===== config.mk =====
export PLATFORM = sky130hd
export DESIGN_NAME = biquad_iir_filter
export DESIGN_NICKNAME = d
export VERILOG_FILES = /design/src/rtl/biq_pkg.sv /design/src/rtl/biq_datapath.sv /design/src/rtl/biq_ctrl.sv /design/src/rtl/biquad_iir_filter.sv
export VERILOG_INCLUDE_DIRS = /design/src /design/src/rtl
export SDC_FILE = /design/constraint.sdc
export NUM_CORES = 2
export LEC_CHECK = 0
export BUFFER_PORTS_ARGS = -buffer_cell sky130_fd_sc_hd__buf_2
export CAP_MARGIN = 40
export CELL_PAD_IN_SITES_DETAIL_PLACEMENT = 1
export CELL_PAD_IN_SITES_GLOBAL_PLACEMENT = 1
export CORE_UTILIZATION = 55
export CTS_CLUSTER_SIZE = 8
export DETAILED_ROUTE_END_ITERATION = 7
export PLACE_DENSITY_LB_ADDON = 0.25
export SETUP_SLACK_MARGIN = 0.3
export SLEW_MARGIN = 10
export SYNTH_ARGS = -nofsm -noshare
export SYNTH_HDL_FRONTEND = slang
export SYNTH_HIERARCHICAL = 1
export SYNTH_SLANG_ARGS = --single-unit

===== constraint.sdc =====
create_clock -name clk -period 28 [get_ports clk]
set_input_delay 4.2 -clock clk [delete_from_list [all_inputs] [get_ports clk]]
set_output_delay 4.2 -clock clk [all_outputs]
set_load 0.01 [all_outputs]

===== src/rtl/biquad_iir_filter_macros.svh =====
// assertion macros for the biquad filter
`ifndef BIQUAD_IIR_FILTER_MACROS_SVH
`define BIQUAD_IIR_FILTER_MACROS_SVH

`ifndef SYNTHESIS
// antecedent implies consequent in the same cycle
`define BIQ_ASSERT_IMPL(label, clk, rst_n, ante, cons) \
  label: assert property (@(posedge clk) disable iff (!rst_n) (ante) |-> (cons)) \
    else $error("biquad assertion failed");
// antecedent implies consequent in the next cycle
`define BIQ_ASSERT_NEXT(label, clk, rst_n, ante, cons) \
  label: assert property (@(posedge clk) disable iff (!rst_n) (ante) |=> (cons)) \
    else $error("biquad assertion failed");
`else
`define BIQ_ASSERT_IMPL(label, clk, rst_n, ante, cons)
`define BIQ_ASSERT_NEXT(label, clk, rst_n, ante, cons)
`endif

`endif


===== src/rtl/biq_pkg.sv =====
// shared constants and types for the biquad filter
`default_nettype none

package biq_pkg;

  localparam int SAMPLE_BITS_DEF = 24;
  localparam int COEF_BITS_DEF   = 20;
  localparam int MID_BITS        = 32;
  localparam int ACC_BITS        = 64;
  localparam int NUM_REGS        = 6;
  localparam int CFG_IDX_BITS    = 3;

  // coefficient register indexes
  localparam logic [CFG_IDX_BITS-1:0] REG_B0 = 3'd0;
  localparam logic [CFG_IDX_BITS-1:0] REG_B1 = 3'd1;
  localparam logic [CFG_IDX_BITS-1:0] REG_B2 = 3'd2;
  localparam logic [CFG_IDX_BITS-1:0] REG_A1 = 3'd3;
  localparam logic [CFG_IDX_BITS-1:0] REG_A2 = 3'd4;
  localparam logic [CFG_IDX_BITS-1:0] REG_RA = 3'd5;

  // multiplier operand selection
  typedef enum logic [2:0] {
    TERM_B0    = 3'd0,
    TERM_B1    = 3'd1,
    TERM_B2    = 3'd2,
    TERM_A1    = 3'd3,
    TERM_A2    = 3'd4,
    TERM_SCALE = 3'd5
  } term_t;

  typedef struct packed {
    logic  load_in;
    logic  mul_en;
    term_t mul_sel;
    logic  acc_en;
    logic  acc_first;
    logic  mid_load;
    logic  commit;
  } biq_cmd_t;

endpackage

`default_nettype wire


===== src/rtl/biq_datapath.sv =====
// biquad datapath: coefficients, filter memory, shared multiplier, accumulator, rounding
`default_nettype none

module biq_datapath #(
  parameter int SAMPLE_BITS = biq_pkg::SAMPLE_BITS_DEF,
  parameter int COEF_BITS   = biq_pkg::COEF_BITS_DEF
) (
  input  wire logic                              clk,
  input  wire logic                              rst_n,
  input  wire logic                              cfg_wr_en,
  input  wire logic [biq_pkg::CFG_IDX_BITS-1:0]  cfg_index,
  input  wire logic [COEF_BITS-1:0]              cfg_wdata,
  input  wire logic signed [SAMPLE_BITS-1:0]     in_sample,
  input  wire logic                              in_last,
  input  wire biq_pkg::biq_cmd_t                 cmd,
  output logic signed [SAMPLE_BITS-1:0]          out_sample,
  output logic                                   out_last
);

  localparam int COEF_FRAC  = COEF_BITS - 4;
  localparam int MUL_A_BITS = biq_pkg::MID_BITS;
  localparam int PROD_BITS  = MUL_A_BITS + COEF_BITS;
  localparam int ACC_BITS   = biq_pkg::ACC_BITS;
  localparam int MID_BITS   = biq_pkg::MID_BITS;

  localparam logic signed [COEF_BITS-1:0] COEF_ONE =
    {{(COEF_BITS-1){1'b0}}, 1'b1} << COEF_FRAC;
  localparam logic signed [ACC_BITS-1:0] HALF =
    {{(ACC_BITS-1){1'b0}}, 1'b1} << (COEF_FRAC - 1);
  localparam logic signed [ACC_BITS-1:0] MID_HI =
    ({{(ACC_BITS-1){1'b0}}, 1'b1} << (MID_BITS - 1)) - 1;
  localparam logic signed [ACC_BITS-1:0] MID_LO = ~MID_HI;
  localparam logic signed [ACC_BITS-1:0] SMP_HI =
    ({{(ACC_BITS-1){1'b0}}, 1'b1} << (SAMPLE_BITS - 1)) - 1;
  localparam logic signed [ACC_BITS-1:0] SMP_LO = ~SMP_HI;

  logic signed [COEF_BITS-1:0]   coef_r [biq_pkg::NUM_REGS];
  logic signed [SAMPLE_BITS-1:0] x_r, x1_r, x2_r, y1_r, y2_r;
  logic                          last_r;
  logic signed [PROD_BITS-1:0]   prod_r;
  logic                          prod_sub_r;
  logic signed [ACC_BITS-1:0]    acc_r;
  logic signed [MID_BITS-1:0]    mid_r;
  logic signed [SAMPLE_BITS-1:0] out_sample_r;
  logic                          out_last_r;

  logic signed [MUL_A_BITS-1:0]  mul_a;
  logic signed [COEF_BITS-1:0]   mul_b;
  logic                          mul_sub;
  logic signed [ACC_BITS-1:0]    prod_ext, acc_term;
  logic signed [ACC_BITS-1:0]    rnd_acc, rnd_prod;
  logic signed [MID_BITS-1:0]    mid_nxt;
  logic signed [SAMPLE_BITS-1:0] y_fin;

  // coefficient registers, out of range writes dropped
  always_ff @(posedge clk) begin
    if (!rst_n) begin
      coef_r[biq_pkg::REG_B0] <= COEF_ONE;
      coef_r[biq_pkg::REG_B1] <= '0;
      coef_r[biq_pkg::REG_B2] <= '0;
      coef_r[biq_pkg::REG_A1] <= '0;
      coef_r[biq_pkg::REG_A2] <= '0;
      coef_r[biq_pkg::REG_RA] <= COEF_ONE;
    end else if (cfg_wr_en && (cfg_index < biq_pkg::CFG_IDX_BITS'(biq_pkg::NUM_REGS))) begin
      coef_r[cfg_index] <= cfg_wdata;
    end
  end

  // operand select for the shared multiplier
  always_comb begin
    mul_a   = '0;
    mul_b   = '0;
    mul_sub = 1'b0;
    case (cmd.mul_sel)
      biq_pkg::TERM_B0: begin
        mul_a = MUL_A_BITS'(x_r);
        mul_b = coef_r[biq_pkg::REG_B0];
      end
      biq_pkg::TERM_B1: begin
        mul_a = MUL_A_BITS'(x1_r);
        mul_b = coef_r[biq_pkg::REG_B1];
      end
      biq_pkg::TERM_B2: begin
        mul_a = MUL_A_BITS'(x2_r);
        mul_b = coef_r[biq_pkg::REG_B2];
      end
      biq_pkg::TERM_A1: begin
        mul_a   = MUL_A_BITS'(y1_r);
        mul_b   = coef_r[biq_pkg::REG_A1];
        mul_sub = 1'b1;
      end
      biq_pkg::TERM_A2: begin
        mul_a   = MUL_A_BITS'(y2_r);
        mul_b   = coef_r[biq_pkg::REG_A2];
        mul_sub = 1'b1;
      end
      biq_pkg::TERM_SCALE: begin
        mul_a = mid_r;
        mul_b = coef_r[biq_pkg::REG_RA];
      end
      default: begin
        mul_a   = '0;
        mul_b   = '0;
        mul_sub = 1'b0;
      end
    endcase
  end

  always_comb begin
    prod_ext = ACC_BITS'(prod_r);
    acc_term = prod_sub_r ? -prod_ext : prod_ext;
    // round half up, then saturate to the intermediate width
    rnd_acc  = (acc_r + HALF) >>> COEF_FRAC;
    if (rnd_acc > MID_HI) begin
      mid_nxt = MID_HI[MID_BITS-1:0];
    end else if (rnd_acc < MID_LO) begin
      mid_nxt = MID_LO[MID_BITS-1:0];
    end else begin
      mid_nxt = rnd_acc[MID_BITS-1:0];
    end
    // prod_r holds mid * recip_a0 when the result is committed
    rnd_prod = (prod_ext + HALF) >>> COEF_FRAC;
    if (rnd_prod > SMP_HI) begin
      y_fin = SMP_HI[SAMPLE_BITS-1:0];
    end else if (rnd_prod < SMP_LO) begin
      y_fin = SMP_LO[SAMPLE_BITS-1:0];
    end else begin
      y_fin = rnd_prod[SAMPLE_BITS-1:0];
    end
  end

  always_ff @(posedge clk) begin
    if (cmd.mul_en) begin
      prod_r     <= mul_a * mul_b;
      prod_sub_r <= mul_sub;
    end
    if (cmd.acc_en) begin
      acc_r <= cmd.acc_first ? acc_term : acc_r + acc_term;
    end
    if (cmd.mid_load) begin
      mid_r <= mid_nxt;
    end
    if (cmd.load_in) begin
      x_r    <= in_sample;
      last_r <= in_last;
    end
    if (cmd.commit) begin
      out_sample_r <= y_fin;
      out_last_r   <= last_r;
    end
  end

  // filter memory
  always_ff @(posedge clk) begin
    if (!rst_n) begin
      x1_r <= '0;
      x2_r <= '0;
      y1_r <= '0;
      y2_r <= '0;
    end else if (cmd.commit) begin
      x2_r <= x1_r;
      x1_r <= x_r;
      y2_r <= y1_r;
      y1_r <= y_fin;
    end
  end

  assign out_sample = out_sample_r;
  assign out_last   = out_last_r;

endmodule

`default_nettype wire


===== src/rtl/biq_ctrl.sv =====
// biquad sequencer: steps the shared multiplier and drives the output handshake
`default_nettype none

module biq_ctrl (
  input  wire logic          clk,
  input  wire logic          rst_n,
  input  wire logic          in_tvalid,
  output logic               in_tready,
  output logic               out_tvalid,
  input  wire logic          out_tready,
  output biq_pkg::biq_cmd_t  cmd
);

  typedef enum logic [5:0] {
    S_IDLE  = 6'b000001,
    S_MAC   = 6'b000010,
    S_TAIL  = 6'b000100,
    S_MID   = 6'b001000,
    S_SCALE = 6'b010000,
    S_FIN   = 6'b100000
  } state_t;

  state_t     state_r, state_nxt;
  logic [2:0] cnt_r, cnt_nxt;
  logic       out_valid_r, out_valid_nxt;

  always_comb begin
    state_nxt     = state_r;
    cnt_nxt       = cnt_r;
    cmd           = '0;
    cmd.mul_sel   = biq_pkg::TERM_B0;
    in_tready     = 1'b0;
    case (state_r)
      S_IDLE: begin
        in_tready = 1'b1;
        if (in_tvalid) begin
          cmd.load_in = 1'b1;
          cnt_nxt     = 3'(biq_pkg::TERM_B0);
          state_nxt   = S_MAC;
        end
      end
      S_MAC: begin
        // multiply this term while the previous product is summed
        cmd.mul_en    = 1'b1;
        cmd.mul_sel   = biq_pkg::term_t'(cnt_r);
        cmd.acc_en    = (cnt_r != 3'(biq_pkg::TERM_B0));
        cmd.acc_first = (cnt_r == 3'(biq_pkg::TERM_B1));
        cnt_nxt       = cnt_r + 3'd1;
        if (cnt_r == 3'(biq_pkg::TERM_A2)) begin
          state_nxt = S_TAIL;
        end
      end
      S_TAIL: begin
        cmd.acc_en = 1'b1;
        state_nxt  = S_MID;
      end
      S_MID: begin
        cmd.mid_load = 1'b1;
        state_nxt    = S_SCALE;
      end
      S_SCALE: begin
        cmd.mul_en  = 1'b1;
        cmd.mul_sel = biq_pkg::TERM_SCALE;
        state_nxt   = S_FIN;
      end
      S_FIN: begin
        // wait for the output register to free up
        if (!out_valid_r || out_tready) begin
          cmd.commit = 1'b1;
          state_nxt  = S_IDLE;
        end
      end
      default: begin
        state_nxt = S_IDLE;
      end
    endcase
  end

  always_comb begin
    if (cmd.commit) begin
      out_valid_nxt = 1'b1;
    end else if (out_tready) begin
      out_valid_nxt = 1'b0;
    end else begin
      out_valid_nxt = out_valid_r;
    end
  end

  always_ff @(posedge clk) begin
    if (!rst_n) begin
      state_r     <= S_IDLE;
      cnt_r       <= '0;
      out_valid_r <= 1'b0;
    end else begin
      state_r     <= state_nxt;
      cnt_r       <= cnt_nxt;
      out_valid_r <= out_valid_nxt;
    end
  end

  assign out_tvalid = out_valid_r;

endmodule

`default_nettype wire


===== src/rtl/biquad_iir_filter.sv =====
// Second-order direct form I IIR filter for signed audio samples. Each input
// transfer yields exactly one output transfer in order; the filter memory runs
// across tlast boundaries and tlast simply follows its sample. One sample is
// processed at a time: the next input is not taken until the current result
// is committed. A single shared multiplier is used for the five filter terms,
// followed by steps for the last sum and the intermediate rounding, then the
// multiplier does the reciprocal scaling and the final rounding is done as the
// result is committed. A finished sample waits in the output register, so work
// on the next sample goes on while downstream stalls. Coefficients are signed
// Q4.16 written through the cfg port; the user must write them only while idle,
// the block does not enforce this. b0 and the reciprocal of a0 reset to 1.0.
`default_nettype none
`include "biquad_iir_filter_macros.svh"

module biquad_iir_filter #(
  parameter int SAMPLE_BITS = biq_pkg::SAMPLE_BITS_DEF,
  parameter int COEF_BITS   = biq_pkg::COEF_BITS_DEF
) (
  input  wire logic                                 clk,
  input  wire logic                                 rst_n,
  input  wire logic                                 cfg_wr_en,
  input  wire logic [biq_pkg::CFG_IDX_BITS-1:0]     cfg_index,
  input  wire logic [COEF_BITS-1:0]                 cfg_wdata,
  input  wire logic                                 in_tvalid,
  output logic                                      in_tready,
  input  wire logic [((SAMPLE_BITS+7)/8)*8-1:0]     in_tdata,   // sample_in
  input  wire logic                                 in_tlast,   // block_end_in
  output logic                                      out_tvalid,
  input  wire logic                                 out_tready,
  output logic [((SAMPLE_BITS+7)/8)*8-1:0]          out_tdata,  // sample_out
  output logic                                      out_tlast   // block_end_out
);

  localparam int TDATA_BITS = ((SAMPLE_BITS + 7) / 8) * 8;

  biq_pkg::biq_cmd_t             cmd;
  logic signed [SAMPLE_BITS-1:0] out_sample;

  biq_ctrl u_ctrl (
    .clk        (clk),
    .rst_n      (rst_n),
    .in_tvalid  (in_tvalid),
    .in_tready  (in_tready),
    .out_tvalid (out_tvalid),
    .out_tready (out_tready),
    .cmd        (cmd)
  );

  biq_datapath #(
    .SAMPLE_BITS (SAMPLE_BITS),
    .COEF_BITS   (COEF_BITS)
  ) u_datapath (
    .clk        (clk),
    .rst_n      (rst_n),
    .cfg_wr_en  (cfg_wr_en),
    .cfg_index  (cfg_index),
    .cfg_wdata  (cfg_wdata),
    .in_sample  (in_tdata[SAMPLE_BITS-1:0]),
    .in_last    (in_tlast),
    .cmd        (cmd),
    .out_sample (out_sample),
    .out_last   (out_tlast)
  );

  assign out_tdata = TDATA_BITS'(unsigned'(out_sample));

  `BIQ_ASSERT_NEXT(a_busy_after_transfer, clk, rst_n, in_tvalid && in_tready, !in_tready)
  `BIQ_ASSERT_IMPL(a_commit_slot_free, clk, rst_n, cmd.commit, !out_tvalid || out_tready)
  `BIQ_ASSERT_IMPL(a_idle_quiet, clk, rst_n, in_tready, !(cmd.mul_en || cmd.acc_en || cmd.commit))
  `BIQ_ASSERT_NEXT(a_commit_shows, clk, rst_n, cmd.commit, out_tvalid)

endmodule

`default_nettype wire


==> impl_metrics.yaml <==
grt:
  grt_max_degree: 78
  track_usage_pct: 38.6
  antenna_found_initial: 8
  grt_pass1_wl_um: 250000
  grt-ovfl-total: 0
  grt_pass1_vias: 41900
hold_path:
  min_path_type: "reg2reg"
synth:
  synth.distinct_cells: 94
  synth_edf_count: 319
  yosysWarnings: 6
  synth_cells: 4956
  yosysTopAreaCellShare_pct: 27.6
  syn_nets: 5847
  yosysSeqAreaShare_pct: 25.4
  yosys-top-cells-area: "fa_1 28%, edfxtp_1 21%, inv_1 6.8%"
  yosysTopAreaCell: "fa_1"
  synth-async-reset-ratio_pct: 0
  ys.flop_type: "edfxtp_1"
  yosys.cell_count.top_type: "inv_1"
  ys_ff_latch: 425
  syn_avg_cell_area_sq_um: 9.31
  synth.cell_area_sq_mm: 0.0461
  synth_common_cells: "835 x inv_1, 637 x fa_1, 516 x nor2_1"
clocking:
  worstSkewPairLatency_ns: 0.66
  cts_tree: "done"
  cts.sinks: 425
  cts_buffers: 59
  ctsResizeCount: 0
  clk_pin_slew_ns: 0.05
  root_buffer: "clkbuf_16"
  cts_hold_buf: 0
  cts_buffer_depth: 3
  cts_setup_buffers: 0
  htreeDepth: 2
drt:
  drt_iter0_markers: 3164
  viasPerCell: 6.24
  vias: 37700
  ant_nets: 0
  drc_errors: 0
  routed_wl_um: 161000
  drtPass1Iterations: 6
  routedWlPerCell_um: 26.7
floorplan:
  placementRows: 105
  initial_core_util_pct: 55.9
  io_pins: 80
  coreArea_sq_mm: 0.0825
  dieWidth_um: 292
  fp.dieH_um: 292
  dieArea_sq_mm: 0.0850
sta:
  finalCritPeriodShare_pct: 44.1
  setup_viol: 0
  finalHoldViolations: 0
  max_slew_margin_pct: 33.0
  tns_ns: 0
  skew_ns: 0.0364
  fin_crit_ns: 12.34
  rsz0062_at_grt: "false"
  fmax_mhz: 81.1
  tightest_slew_ns: 0.999
  drv_slew: 0
layout:
  fin_nets: 5809
  syn_to_final_growth_pct: 7.47
  drive_above_1_share_pct: 6.22
critical_path:
  end_kind: "register"
  path_buf_inv: 4
  critical_path_class: "reg2reg"
  cp_slowest_cell: "and3_2"
  slowest_delay_ns: 0.85
  cp_top_family: "adder cells"
  arrival_ns: 12.71
  crit_fanout: 38
  cp_data_required_time_ns: 28.38
  start_kind: "register"
  crit_top_cell: "fa_1"
placed_design:
  io_buffers: 79
  hpwl_um: 121000
  gp_congestion: 0.962
flow_run:
  drv_cap: 0
status:
  outcome: "completed"
kinds of logic after synthesis:
logic type	count (synthesis)	synth area share [%]
simple gates	1530	15.4
compound gates	763	11.0
xor+xnor	222	4.22
buf+inv	1100	9.20
mux	77	1.67
flops	425	25.4
fa+ha+maj	839	33.1
final timing paths:
path,depth (start not counted),to,start,slack (ns)
hold / removal,0,u_datapath/out_last,u_datapath/last_r,0.45
setup reg to reg,29,u_datapath/prod_r[50],u_ctrl/state_r[5],15.66
setup / recovery,29,u_datapath/prod_r[50],u_ctrl/state_r[5],15.66
hold reg to reg,0,u_datapath/out_last,u_datapath/last_r,0.45
metrics by stage:
step	worst slack, ns	hold WS [ns]	instance area (sq um)	instances	util [%]
finish	15.66	0.450	49600	6042	60.1
global route	15.29	0.465	49600	6039	60.1
CTS	15.80	0.457	49600	6039	60.1
detailed placement	15.94	0.425	47800	5927	57.9
global placement	15.99	0.401	47300	5899	57.4
floorplan	18.27	0.400	46100	4956	-
worst reg2reg max path: cells and delay by family, from the launching register on:
kind	cells	cell delay, ns
buf+inv	4	1.34
compound gates	8	2.95
xor+xnor	1	0.15
simple gates	8	3.13
flops	1	0.39
fa+ha+maj	8	4.13
metal layers:
metal / wire length [um] / track usage (%) / vias to the layer above
li1: - / - / 16000
met4: 8950 / 19.2 / 4
met3: 13100 / 6.26 / 515
met2: 77400 / 64.2 / 1746
met5: 27 / 0 / -
met1: 61900 / 49.1 / 19400
sequential cells by signal (all words and copies together) (netlist names), 24 cells and up:
register,flops
u_datapath/coef_r,120
u_datapath/acc_r,64
u_datapath/prod_r,52
u_datapath/mid_r,32
u_datapath/out_sample,24
u_datapath/x1_r,24
u_datapath/x2_r,24
u_datapath/x_r,24
u_datapath/y1_r,24
u_datapath/y2_r,24
final cells by class:
cell class / count / area (sq um)
fill: 9272 / 32900
multi-input combinational: 3431 / 30300
sequential: 425 / 11700
inverter: 837 / 3140
clock buffer: 109 / 1710
tap: 1070 / 1340
timing repair buffer: 164 / 1310
clock inverter: 3 / 51.3
antenna: 3 / 7.51
layout by cell type (no fill, tap or decap), drive strengths merged, types with 13 or more instances in the layout:
master	instances
a211oi	33
a21o	74
a21oi	162
a22oi	122
a31oi	19
and2	49
and3	64
and4	13
buf	163
clkbuf	109
dfxtp	106
edfxtp	319
fa	637
ha	201
inv	836
mux2i	76
nand2	485
nand2b	17
nand3	112
nand4	65
nor2	518
nor2b	87
nor3	32
nor4	22
o21a	17
o21ai	184
o21bai	28
o31ai	25
or2	15
or3	20
xnor2	145
xor2	77
Power is left out: the tool's default activity adds up to more than one toggle a clock period on the data nets, which glitch-free logic cannot reach.
